File: src/rtl/mct_pkg.sv
`timescale 1ns / 1ps
// ----------------------------------------------------------------------------
// mct_pkg
// Shared types and constants for the mouse cursor tracker: register indexes,
// reset values of the configuration registers and acceleration thresholds.
// ----------------------------------------------------------------------------
package mct_pkg;

    // default coordinate width of the cursor position
    localparam int COORD_BITS_DEF = 12;

    // field widths
    localparam int DELTA_IN_W  = 16;
    localparam int DELTA_OUT_W = 12;
    localparam int BUTTON_W    = 8;
    localparam int GAIN_W      = 5;
    localparam int LIMIT_W     = 11;
    localparam int SCREEN_W    = 13;
    localparam int CFG_IDX_W   = 3;
    localparam int CFG_DATA_W  = 13;

    // acceleration thresholds on the delta magnitude
    localparam int NEAR_MAG = 2;
    localparam int MID_MAG  = 6;

    // left button position in the button bits
    localparam int LEFT_BIT = 0;

    // configuration register indexes
    typedef enum logic [CFG_IDX_W-1:0] {
        CFG_SMALL_GAIN    = 3'd0,
        CFG_MEDIUM_GAIN   = 3'd1,
        CFG_DELTA_LIMIT   = 3'd2,
        CFG_SCREEN_WIDTH  = 3'd3,
        CFG_SCREEN_HEIGHT = 3'd4
    } cfg_idx_t;

    // configuration reset values
    localparam logic [GAIN_W-1:0]   SMALL_GAIN_RST    = 5'd3;
    localparam logic [GAIN_W-1:0]   MEDIUM_GAIN_RST   = 5'd2;
    localparam logic [LIMIT_W-1:0]  DELTA_LIMIT_RST   = 11'd64;
    localparam logic [SCREEN_W-1:0] SCREEN_WIDTH_RST  = 13'd1024;
    localparam logic [SCREEN_W-1:0] SCREEN_HEIGHT_RST = 13'd768;

endpackage

File: src/rtl/mct_accel.sv
`timescale 1ns / 1ps
// ----------------------------------------------------------------------------
// mct_accel
// Acceleration of one motion delta: gain by magnitude band, then a symmetric
// saturation to the delta limit. Pure combinational logic.
// ----------------------------------------------------------------------------
module mct_accel
    import mct_pkg::*;
(
    input  logic signed [DELTA_IN_W-1:0]  delta,
    input  logic        [GAIN_W-1:0]      small_gain,
    input  logic        [GAIN_W-1:0]      medium_gain,
    input  logic        [LIMIT_W-1:0]     delta_limit,
    output logic signed [DELTA_OUT_W-1:0] scaled
);

    localparam int EXT_W  = DELTA_IN_W + 1;
    localparam int PROD_W = 10;

    logic signed [EXT_W-1:0]  delta_ext;
    logic signed [EXT_W-1:0]  mag;
    logic signed [3:0]        delta_low;
    logic        [GAIN_W-1:0] gain_sel;
    logic signed [PROD_W-1:0] prod;
    logic signed [EXT_W-1:0]  gained;
    logic signed [EXT_W-1:0]  lim;
    logic signed [EXT_W-1:0]  lim_neg;
    logic signed [EXT_W-1:0]  clamped;

    // magnitude band and gain selection
    always_comb begin
        delta_ext = EXT_W'(delta);
        mag       = delta[DELTA_IN_W-1] ? -delta_ext : delta_ext;
        delta_low = delta[3:0];
        gain_sel  = (mag <= EXT_W'(NEAR_MAG)) ? small_gain : medium_gain;
        prod      = PROD_W'(delta_low) * $signed({{(PROD_W-GAIN_W){1'b0}}, gain_sel});
        if (mag == '0) begin
            gained = '0;
        end else if (mag <= EXT_W'(MID_MAG)) begin
            gained = EXT_W'(prod);
        end else begin
            gained = delta_ext;
        end
    end

    // symmetric saturation
    always_comb begin
        lim     = $signed({{(EXT_W-LIMIT_W){1'b0}}, delta_limit});
        lim_neg = -lim;
        if (gained > lim) begin
            clamped = lim;
        end else if (gained < lim_neg) begin
            clamped = lim_neg;
        end else begin
            clamped = gained;
        end
        scaled = clamped[DELTA_OUT_W-1:0];
    end

endmodule

File: src/rtl/mouse_cursor_tracker_top.sv
`timescale 1ns / 1ps
// ----------------------------------------------------------------------------
// mouse_cursor_tracker_top
// Cursor tracker for relative mouse reports with two-band acceleration,
// screen clamping and left button edge detection.
// ----------------------------------------------------------------------------
// Usage:
//   s_ channel: one mouse report per transaction (delta_x, delta_y,
//   button_bits). m_ channel: one result per report (pos_x, pos_y, moved,
//   left_press, left_release, drag_motion), in report order.
//   cfg channel: register writes, always ready; index 0 small_gain,
//   1 medium_gain, 2 delta_limit, 3 screen_width, 4 screen_height; other
//   indexes are dropped. Write only while no report is in flight.
//   Path: an accepted report waits in the input register, then moves to the
//   result register that drives m_. Throughput: one report per cycle while
//   m_ready stays high; the cursor update between the two is combinational.
//   Stall: when m_ready is low the result holds; one more report waits in
//   the input register, then s_ready drops until the result is taken.
//   Reset: configuration registers return to their defaults, the cursor goes
//   to (0,0); the first report after reset sets the button baseline, no edges.
// ----------------------------------------------------------------------------
module mouse_cursor_tracker_top
    import mct_pkg::*;
#(
    parameter int COORD_BITS = COORD_BITS_DEF
) (
    input  logic                         aclk,
    input  logic                         aresetn,
    // report input
    input  logic                         s_valid,
    output logic                         s_ready,
    input  logic signed [DELTA_IN_W-1:0] s_delta_x,
    input  logic signed [DELTA_IN_W-1:0] s_delta_y,
    input  logic        [BUTTON_W-1:0]   s_button_bits,
    // result output
    output logic                         m_valid,
    input  logic                         m_ready,
    output logic        [COORD_BITS-1:0] m_pos_x,
    output logic        [COORD_BITS-1:0] m_pos_y,
    output logic                         m_moved,
    output logic                         m_left_press,
    output logic                         m_left_release,
    output logic                         m_drag_motion,
    // configuration writes
    input  logic                         cfg_valid,
    output logic                         cfg_ready,
    input  logic        [CFG_IDX_W-1:0]  cfg_index,
    input  logic        [CFG_DATA_W-1:0] cfg_data
);

    localparam int AX_W  = (COORD_BITS > SCREEN_W) ? COORD_BITS : SCREEN_W;
    localparam int SUM_W = AX_W + 2;
    localparam logic [SUM_W-1:0] COORD_TOP =
        {{(SUM_W-COORD_BITS){1'b0}}, {COORD_BITS{1'b1}}};

    // configuration registers
    logic [GAIN_W-1:0]   small_gain_reg;
    logic [GAIN_W-1:0]   medium_gain_reg;
    logic [LIMIT_W-1:0]  delta_limit_reg;
    logic [SCREEN_W-1:0] screen_width_reg;
    logic [SCREEN_W-1:0] screen_height_reg;

    // input stage
    logic                         in_valid_reg;
    logic signed [DELTA_IN_W-1:0] in_dx_reg;
    logic signed [DELTA_IN_W-1:0] in_dy_reg;
    logic        [BUTTON_W-1:0]   in_btn_reg;

    // tracker state
    logic [COORD_BITS-1:0] cursor_col_reg;
    logic [COORD_BITS-1:0] cursor_row_reg;
    logic [BUTTON_W-1:0]   last_btn_reg;
    logic                  baseline_reg;

    // result stage
    logic                  out_valid_reg;
    logic [COORD_BITS-1:0] out_x_reg;
    logic [COORD_BITS-1:0] out_y_reg;
    logic                  out_moved_reg;
    logic                  out_press_reg;
    logic                  out_release_reg;
    logic                  out_drag_reg;

    // datapath
    logic                          out_free;
    logic                          advance;
    logic                          s_take;
    logic signed [DELTA_OUT_W-1:0] sdx;
    logic signed [DELTA_OUT_W-1:0] sdy;
    logic signed [SUM_W-1:0]       sum_x;
    logic signed [SUM_W-1:0]       sum_y;
    logic        [SUM_W-1:0]       max_x;
    logic        [SUM_W-1:0]       max_y;
    logic        [SUM_W-1:0]       size_w_m1;
    logic        [SUM_W-1:0]       size_h_m1;
    logic        [COORD_BITS-1:0]  col_next;
    logic        [COORD_BITS-1:0]  row_next;
    logic                          moved_next;
    logic                          left_now;
    logic                          left_before;
    logic                          press_next;
    logic                          release_next;

    // handshake
    assign out_free  = !out_valid_reg || m_ready;
    assign advance   = in_valid_reg && out_free;
    assign s_ready   = !in_valid_reg || out_free;
    assign s_take    = s_valid && s_ready;
    assign cfg_ready = 1'b1;

    // configuration register writes
    always_ff @(posedge aclk) begin
        if (!aresetn) begin
            small_gain_reg    <= SMALL_GAIN_RST;
            medium_gain_reg   <= MEDIUM_GAIN_RST;
            delta_limit_reg   <= DELTA_LIMIT_RST;
            screen_width_reg  <= SCREEN_WIDTH_RST;
            screen_height_reg <= SCREEN_HEIGHT_RST;
        end else if (cfg_valid) begin
            unique case (cfg_index)
                CFG_SMALL_GAIN:    small_gain_reg    <= cfg_data[GAIN_W-1:0];
                CFG_MEDIUM_GAIN:   medium_gain_reg   <= cfg_data[GAIN_W-1:0];
                CFG_DELTA_LIMIT:   delta_limit_reg   <= cfg_data[LIMIT_W-1:0];
                CFG_SCREEN_WIDTH:  screen_width_reg  <= cfg_data[SCREEN_W-1:0];
                CFG_SCREEN_HEIGHT: screen_height_reg <= cfg_data[SCREEN_W-1:0];
                default: ;
            endcase
        end
    end

    // input register
    always_ff @(posedge aclk) begin
        if (!aresetn) begin
            in_valid_reg <= 1'b0;
        end else if (s_take) begin
            in_valid_reg <= 1'b1;
        end else if (advance) begin
            in_valid_reg <= 1'b0;
        end
    end

    always_ff @(posedge aclk) begin
        if (s_take) begin
            in_dx_reg  <= s_delta_x;
            in_dy_reg  <= s_delta_y;
            in_btn_reg <= s_button_bits;
        end
    end

    // delta acceleration per axis
    mct_accel u_accel_x (
        .delta       (in_dx_reg),
        .small_gain  (small_gain_reg),
        .medium_gain (medium_gain_reg),
        .delta_limit (delta_limit_reg),
        .scaled      (sdx)
    );

    mct_accel u_accel_y (
        .delta       (in_dy_reg),
        .small_gain  (small_gain_reg),
        .medium_gain (medium_gain_reg),
        .delta_limit (delta_limit_reg),
        .scaled      (sdy)
    );

    // screen limits: size minus one, zero size gives zero, capped at coord range
    always_comb begin
        size_w_m1 = (screen_width_reg == '0) ? '0
                  : SUM_W'(screen_width_reg) - SUM_W'(1);
        size_h_m1 = (screen_height_reg == '0) ? '0
                  : SUM_W'(screen_height_reg) - SUM_W'(1);
        max_x = (size_w_m1 > COORD_TOP) ? COORD_TOP : size_w_m1;
        max_y = (size_h_m1 > COORD_TOP) ? COORD_TOP : size_h_m1;
    end

    // cursor update with y inverted, then clamp to the screen
    always_comb begin
        sum_x = $signed({{(SUM_W-COORD_BITS){1'b0}}, cursor_col_reg}) + SUM_W'(sdx);
        sum_y = $signed({{(SUM_W-COORD_BITS){1'b0}}, cursor_row_reg}) - SUM_W'(sdy);
        if (sum_x < 0) begin
            col_next = '0;
        end else if (sum_x > $signed(max_x)) begin
            col_next = max_x[COORD_BITS-1:0];
        end else begin
            col_next = sum_x[COORD_BITS-1:0];
        end
        if (sum_y < 0) begin
            row_next = '0;
        end else if (sum_y > $signed(max_y)) begin
            row_next = max_y[COORD_BITS-1:0];
        end else begin
            row_next = sum_y[COORD_BITS-1:0];
        end
    end

    // motion and left button edges; the edges are suppressed until the baseline exists
    always_comb begin
        moved_next   = (col_next != cursor_col_reg) || (row_next != cursor_row_reg);
        left_now     = in_btn_reg[LEFT_BIT];
        left_before  = last_btn_reg[LEFT_BIT];
        press_next   = baseline_reg && left_now && !left_before;
        release_next = baseline_reg && !left_now && left_before;
    end

    // tracker state
    always_ff @(posedge aclk) begin
        if (!aresetn) begin
            cursor_col_reg <= '0;
            cursor_row_reg <= '0;
            last_btn_reg   <= '0;
            baseline_reg   <= 1'b0;
        end else if (advance) begin
            cursor_col_reg <= col_next;
            cursor_row_reg <= row_next;
            last_btn_reg   <= in_btn_reg;
            baseline_reg   <= 1'b1;
        end
    end

    // result register
    always_ff @(posedge aclk) begin
        if (!aresetn) begin
            out_valid_reg <= 1'b0;
        end else if (advance) begin
            out_valid_reg <= 1'b1;
        end else if (m_ready) begin
            out_valid_reg <= 1'b0;
        end
    end

    always_ff @(posedge aclk) begin
        if (advance) begin
            out_x_reg       <= col_next;
            out_y_reg       <= row_next;
            out_moved_reg   <= moved_next;
            out_press_reg   <= press_next;
            out_release_reg <= release_next;
            out_drag_reg    <= moved_next && left_now;
        end
    end

    // result ports
    assign m_valid        = out_valid_reg;
    assign m_pos_x        = out_x_reg;
    assign m_pos_y        = out_y_reg;
    assign m_moved        = out_moved_reg;
    assign m_left_press   = out_press_reg;
    assign m_left_release = out_release_reg;
    assign m_drag_motion  = out_drag_reg;

endmodule
File: config.mk
export PLATFORM = sky130hd
export DESIGN_NAME = mouse_cursor_tracker_top
export DESIGN_NICKNAME = d
export VERILOG_FILES = /design/src/rtl/mct_pkg.sv /design/src/rtl/mct_accel.sv /design/src/rtl/mouse_cursor_tracker_top.sv
export SDC_FILE = /design/constraint.sdc
export NUM_CORES = 1
export LEC_CHECK = 0
export ABC_AREA = 0
export BUFFER_PORTS_ARGS = -buffer_cell sky130_fd_sc_hd__buf_2
export CELL_PAD_IN_SITES_DETAIL_PLACEMENT = 0
export CELL_PAD_IN_SITES_GLOBAL_PLACEMENT = 2
export CORE_MARGIN = 1.5
export CORE_UTILIZATION = 34
export DETAILED_ROUTE_END_ITERATION = 10
export PLACE_DENSITY_LB_ADDON = 0.1
export SYNTH_ARGS = -nofsm -noshare
export SYNTH_HDL_FRONTEND = slang
export SYNTH_SLANG_ARGS = --single-unit
File: constraint.sdc
create_clock -name aclk -period 14.7 [get_ports aclk]
set_input_delay 1.47 -clock aclk [delete_from_list [all_inputs] [get_ports aclk]]
set_output_delay 1.47 -clock aclk [all_outputs]
set_load 0.02 [all_outputs]
# ---- Word level (Yosys, flattened, before mapping)
# Cells that the tools add are included.
dict set report classes {
  addsub 7
  n_mul 2
  magnitude_cmp 14
  eq_ne 6
  muxes 24
  reduce_logical 26
}
# op n
set ops {}
lappend ops {{17-bit 2-to-1 mux} 6}
lappend ops {{12-bit 2-to-1 mux} 8}
lappend ops {{15-bit 2-to-1 mux} 4}
lappend ops {{17-bit by 12-bit > comparator with 1-bit output} 2}
lappend ops {{17-bit by 3-bit <= comparator with 1-bit output, second input constant} 2}
lappend ops {{17-bit by 4-bit <= comparator with 1-bit output, second input constant} 2}
lappend ops {{17-bit logical NOT} 2}
lappend ops {{17-bit less-than comparator} 2}
lappend ops {{16-bit negation with 17-bit output} 2}
lappend ops {{14-bit by 15-bit > comparator with 1-bit output} 2}
lappend ops {{15-bit by 12-bit > comparator with 1-bit output, second input constant} 2}
lappend ops {{14-bit by 1-bit less-than comparator with 1-bit output, second input constant} 2}
lappend ops {{13-bit by 1-bit subtractor with 14-bit output, second input constant} 2}
lappend ops {{13-bit logical NOT} 2}
lappend ops {{12-bit inequality test} 2}
lappend ops {{4-bit by 6-bit multiplier with 10-bit output} 2}
lappend ops {{11-bit negation with 17-bit output} 1}
lappend ops {{13-bit by 12-bit adder with 14-bit output} 1}
lappend ops {{13-bit by 12-bit subtractor with 14-bit output} 1}
lappend ops {{5-bit 2-to-1 mux} 2}
lappend ops {{2-bit AND reduction} 5}
lappend ops {{1-bit logical AND} 7}
lappend ops {{3-bit by 2-bit equality test with 1-bit output, second input constant} 2}
lappend ops {{1-bit logical NOT} 4}
lappend ops {{6 further kinds} 12}
dict set report totals {
  regBits 136
  output_inout_bits 31
}

# ---- Longest topological paths before layout
dict set report depth {
  word_depth 17
  mapped_depth 63
  depth_no_buf 59
}

# ---- Hierarchy
# A second synthesis with hierarchy kept.
dict set report unflattened {
  cells_unflattened 1721
  area_unflattened_um2 13917.1
}
# mod n_inst cells_each area_per_inst_um2 seq_area_each_um2
set by_module_without_submodules {}
lappend by_module_without_submodules {mouse_cursor_tracker_top 1 1021 8842.2 3333.2}
lappend by_module_without_submodules {{mct_accel (u_accel_x)} 1 353 2570.0 0.0}
lappend by_module_without_submodules {{mct_accel (u_accel_y)} 1 347 2504.9 0.0}

# ---- Worst setup path after synthesis
# No wires, ideal clock.
dict set report synth_path {
  kind {reg2reg}
  start {register in_dx_reg[0]}
  end {register out_drag_reg, in the netlist m_drag_motion, data pin}
  setup_time_ns 0.282
  arrival_ns 14.098
  setup_slack_ns 0.321
  path_stages_with_launch 60
  n_path_buf 7
  period_less_slack_ns 14.379
  path_cell_list {edfxtp_1 > inv_1 > ha_1 > nor3b_1 > a22o_1 > a31oi_1 > or4_4 > nor3_1 > and3_1 > clkbuf_1 > mux2i_1 > nand2_1 > fa_1 > fa_1 > fa_1 > inv_1 > ha_1 > fa_1 > [24 not listed] > clkbuf_1 > o21a_1 > a2111oi_4 > clkbuf_1 > ha_1 > or3b_2 > a211oi_1 > o21a_1 > o31a_1 > or2_2 > clkbuf_1 > buf_1 > mux2_2 > a222oi_1 > nand3_1 > or3_1 > nor4_2 > a41oi_1}
}
dict set report synth_between {
  elab_chain_cells 17
  word_cells_on_any_way 21
}
# element line_no
set synth_rtl {}
lappend synth_rtl {{from (decl)} mouse_cursor_tracker_top.sv:65} ;# logic signed [DELTA_IN_W-1:0] in_dx_reg;
lappend synth_rtl {{from (signal assigned)} mouse_cursor_tracker_top.sv:144} ;# in_dx_reg <= s_delta_x;
lappend synth_rtl {{16-bit negation with 17-bit output} mct_accel.sv:33} ;# mag = delta[DELTA_IN_W-1] ? -delta_ext : delta_ext;
lappend synth_rtl {{17-bit 2-to-1 mux} mct_accel.sv:33}
lappend synth_rtl {{17-bit by 3-bit <= comparator with 1-bit output} mct_accel.sv:35} ;# gain_sel = (mag <= EXT_W'(NEAR_MAG)) ? small_gain : medium_gain;
lappend synth_rtl {{5-bit 2-to-1 mux} mct_accel.sv:35}
lappend synth_rtl {{4-bit by 6-bit multiplier with 10-bit output} mct_accel.sv:36} ;# prod = PROD_W'(delta_low) * $signed({{(PROD_W-GAIN_W){1'b0}}, gain_sel});
lappend synth_rtl {{17-bit 2-to-1 mux} mct_accel.sv:39} ;# end else if (mag <= EXT_W'(MID_MAG)) begin
lappend synth_rtl {{17-bit 2-to-1 mux (*)} mct_accel.sv:37} ;# if (mag == '0) begin
lappend synth_rtl {{17-bit less-than comparator} mct_accel.sv:52} ;# end else if (gained < lim_neg) begin
lappend synth_rtl {{12-bit 2-to-1 mux} mct_accel.sv:52}
lappend synth_rtl {{12-bit 2-to-1 mux (*)} mct_accel.sv:50} ;# if (gained > lim) begin
lappend synth_rtl {{13-bit by 12-bit adder with 14-bit output (*)} mouse_cursor_tracker_top.sv:179} ;# sum_x = $signed({{(SUM_W-COORD_BITS){1'b0}}, cursor_col_reg}) + SUM_W'(sdx);
lappend synth_rtl {{14-bit by 15-bit > comparator with 1-bit output} mouse_cursor_tracker_top.sv:183} ;# end else if (sum_x > $signed(max_x)) begin
lappend synth_rtl {{12-bit 2-to-1 mux} mouse_cursor_tracker_top.sv:183}
lappend synth_rtl {{12-bit 2-to-1 mux (*)} mouse_cursor_tracker_top.sv:181} ;# if (sum_x < 0) begin
lappend synth_rtl {{12-bit inequality test (*)} mouse_cursor_tracker_top.sv:199} ;# moved_next = (col_next != cursor_col_reg) || (row_next != cursor_row_reg);
lappend synth_rtl {{1-bit logical OR (*)} mouse_cursor_tracker_top.sv:199}
lappend synth_rtl {{1-bit logical AND (*)} mouse_cursor_tracker_top.sv:239} ;# out_drag_reg <= moved_next && left_now;
lappend synth_rtl {{to (signal assigned)} mouse_cursor_tracker_top.sv:239}
lappend synth_rtl {{to (decl)} mouse_cursor_tracker_top.sv:82} ;# logic out_drag_reg;
# Mark *: on every way between the ends. The rest lies on a longest branch, timed or not.
# A chain may end at the register's enable or synchronous reset.

# ---- Final worst setup path
dict set report layout_path {
  start {register in_dx_reg[5]}
  end {register out_drag_reg, in the netlist m_drag_motion, data pin}
}
# Same word-level chain as after synthesis.

==> impl_metrics.csv <==
group,metric,value,unit
logic_synthesis,synth-edff-count,61,
place,finalWeightedCongestion,0.8589,
setup_path,critPathSlowestCell,"or4_4",
setup_path,cp.required,14.89,ns
route,wl_per_cell,18.57,um
global_route,grt_first_pass_wirelength,68570,um
global_route,grt_max_degree,76,
route,drt_wl_total,43800,um
route,viasPerCell,5.276,
clock_tree,cts_buffers,17,
sta,min_period,13.86,ns
sta,tns,0,ns
clock_tree,clk_root_buffer_cell,"clkbuf_16",
die,dieArea,0.04020,mm2
global_route,grt_pass1_vias,12350,
place,dpl.hpwl,35170,um
clock_tree,cts-htree-levels,4,
logic_synthesis,ys_async_sr_fraction,0,%
die,ios,92,
logic_synthesis,synth_top_area_share,14.91,%
setup_path,arrival,14.05,ns
die,initial_core_util,34.39,%
logic_synthesis,synth-main-ff-cell,"dfxtp_1",
cells_and_area,fin_nets,2062,
setup_path,timing.critical_path.mode_cell,"buf_4",
cells_and_area,syn2layout_area_growth,20.18,%
sta,rsz0062_at_grt,"false",
sta,hold_viol_final,0,
logic_synthesis,yosysTopAreaCell,"ha_1",
clock_tree,cts_buffer_depth,2,
die,row_count,72,
job,drv_cap,0,
cells_and_area,layout-drive-gt1-share,18.15,%
clock_tree,cts_sinks,136,
die,coreArea,0.03856,mm2
logic_synthesis,syn_inst,1641,
die,die_w,200.5,um
sta,fin_skew,0.01081,ns
logic_synthesis,yosysSeqAreaShare,25.13,%
run_status,status,"completed",
global_route,grt_antenna_before_repair,0,
logic_synthesis,synthTopCellsByArea,"ha_1 15%, edfxtp_1 14%, dfxtp_1 11%, nand2_1 6.4%, nor2_1 4.0%",
logic_synthesis,avgSynthCellArea,8.081,um2
power,ir_drop,70.54,uV
route,drt_iter0_markers,637,
logic_synthesis,synth-seq-cells,136,
place,port_buffers,83,
logic_synthesis,synth_warnings,0,
die,die_y,200.5,um
min_path,hold_class,"flop to flop",
clock_tree,cts_tree,"done",
route,first_pass_iters,5,
sta,fmax,72.16,MHz
clock_tree,clkSlewWorstSetupHoldPaths,0.06,ns
sta,fin_crit_sh,94.27,%
setup_path,cp-end-kind,"flop",
setup_path,path_max_fanout,7,
global_route,grt_overflow,0,
global_route,grt_use_total,21.95,%
sta,slew_violations,0,
sta,worst_slew_pin_slew,1.008,ns
place,place_ws,0.1316,ns
setup_path,crit_path_start_kind,"flop",
clock_tree,clock_latency,0.46,ns
clock_tree,holdBufCountCts,0,
logic_synthesis,synth_cell_types,89,
setup_path,worst_path_largest_cell_delay,0.59,ns
power,p_leak,7.117,nW
sta,finalSetupViolCount,0,
logic_synthesis,synth_area,0.01326,mm2
setup_path,worstSetupPathType,"flop to flop",
cells_and_area,diodes,0,
power,power_density,93.09,mW/mm2
sta,max-slew-margin-rel,32.64,%
route,postRouteAntennaNets,0,
sta,fin_ws,0.8417,ns
power,p_total,1.484,mW
route,dr_total_vias,12440,
route,remaining_drc_errors,0,
-- cell usage after synthesis, types with 17 or more instances --
cell type and instances:
a21boi_0 63, a21o_1 30, a21oi_1 81, a31oi_1 18, clkbuf_1 59, dfxtp_1 75
edfxtp_1 61, ha_1 158, inv_1 111, mux2i_1 42, nand2_1 225, nand2b_1 17
nand3_1 40, nor2_1 141, nor2b_1 29, nor3_1 33, o21a_1 24, o21ai_0 79
xnor2_1 35, xor2_1 19
-- power breakdown --
| group | switching (mW) | internal (mW) | leakage, nW |
|---|---|---|---|
| clock network | 0.180 | 0.268 | 0.287 |
| registers | 0.0264 | 0.425 | 1.20 |
| logic | 0.324 | 0.260 | 5.64 |
-- critical path, delay by kind of cell (launching register included) --
kind,cells,cell delay [ns]
flip-flops,1,0.48
buffers and inverters,7,1.07
AND/OR/NAND/NOR,15,4.33
adder cells (fa/ha/maj),8,3.06
multiplexers,4,0.87
AO/OA/AOI/OAI,20,3.73
-- cell usage in the layout (no fill, tap or decap), types with 18 or more instances in the layout --
| cell type | synthesis | routed |
|---|---|---|
| a21boi_0 | 63 | 63 |
| a21o_1 | 30 | 30 |
| a21oi_1 | 81 | 78 |
| a31oi_1 | 18 | 18 |
| buf_2 | 3 | 83 |
| buf_4 | 1 | 148 |
| dfxtp_1 | 75 | 75 |
| edfxtp_1 | 61 | 61 |
| ha_1 | 158 | 156 |
| inv_1 | 111 | 110 |
| mux2i_1 | 42 | 37 |
| nand2_1 | 225 | 225 |
| nand3_1 | 40 | 40 |
| nor2_1 | 141 | 141 |
| nor2b_1 | 29 | 29 |
| nor3_1 | 33 | 32 |
| o21a_1 | 24 | 24 |
| o21ai_0 | 79 | 79 |
| xnor2_1 | 35 | 35 |
| xor2_1 | 19 | 19 |
-- layout make-up --
class	count	area [um2]
Clock buffer	19	432.9
Clock inverter	13	166.4
Fill cell	4062	22620
Inverter	113	424.2
Multi-Input combinational cell	1327	9387
Sequential cell	136	3333
Tap cell	518	648.1
Timing Repair Buffer	232	1546
-- routing by layer --
metal	up-vias	GRT usage [%]	wire [um]
met4	0	6.794	760
met3	35	2.922	1298
met5	-	0	0
li1	6304	-	-
met2	188	37.56	20950
met1	5913	28.62	20790
-- final timing paths --
path / start / end / slack, ns / cells after the start
worst max register to register: in_dx_reg[5] / m_drag_motion / 0.84 / 54
worst min-delay path: cursor_row_reg[0] / cursor_row_reg[0] / 0.46 / 2
worst max-delay path: in_dx_reg[5] / m_drag_motion / 0.84 / 54
worst min register to register: cursor_row_reg[0] / cursor_row_reg[0] / 0.46 / 2
-- logic make-up (layout without fill, tap and decap cells) --
family          Yosys count  after routing  share of synthesized area (%)
compound gates          425            425                          22.11
xor+xnor                 55             55                          3.689
fa+ha+maj               174            174                          17.32
buf+inv                 182            377                          5.274
flops                   136            136                          25.13
mux                      52             52                          4.019
other cells               1              5                        0.02828
simple gates            616            616                          22.43
-- timing repair --
item,CTS,global route
buffers inserted,0,2
gates resized for setup,0,31
endpoints found under the setup margin,0,2
-- metrics by stage --
stage / hold WS (ns) / std cells / cell area (um2) / util (%)
finish: 0.4642 / 2358 / 15940 / 41.34
global route: 0.5022 / 2358 / 15940 / 41.34
CTS: 0.4685 / 2356 / 15780 / 40.93
detailed placement: 0.4601 / 2324 / 15180 / 39.38
global placement: 0.4551 / 2324 / 15180 / 39.38
floorplan: 0.4435 / 1645 / 13280 / -
Note: power is estimated with default switching activity, not from simulation.
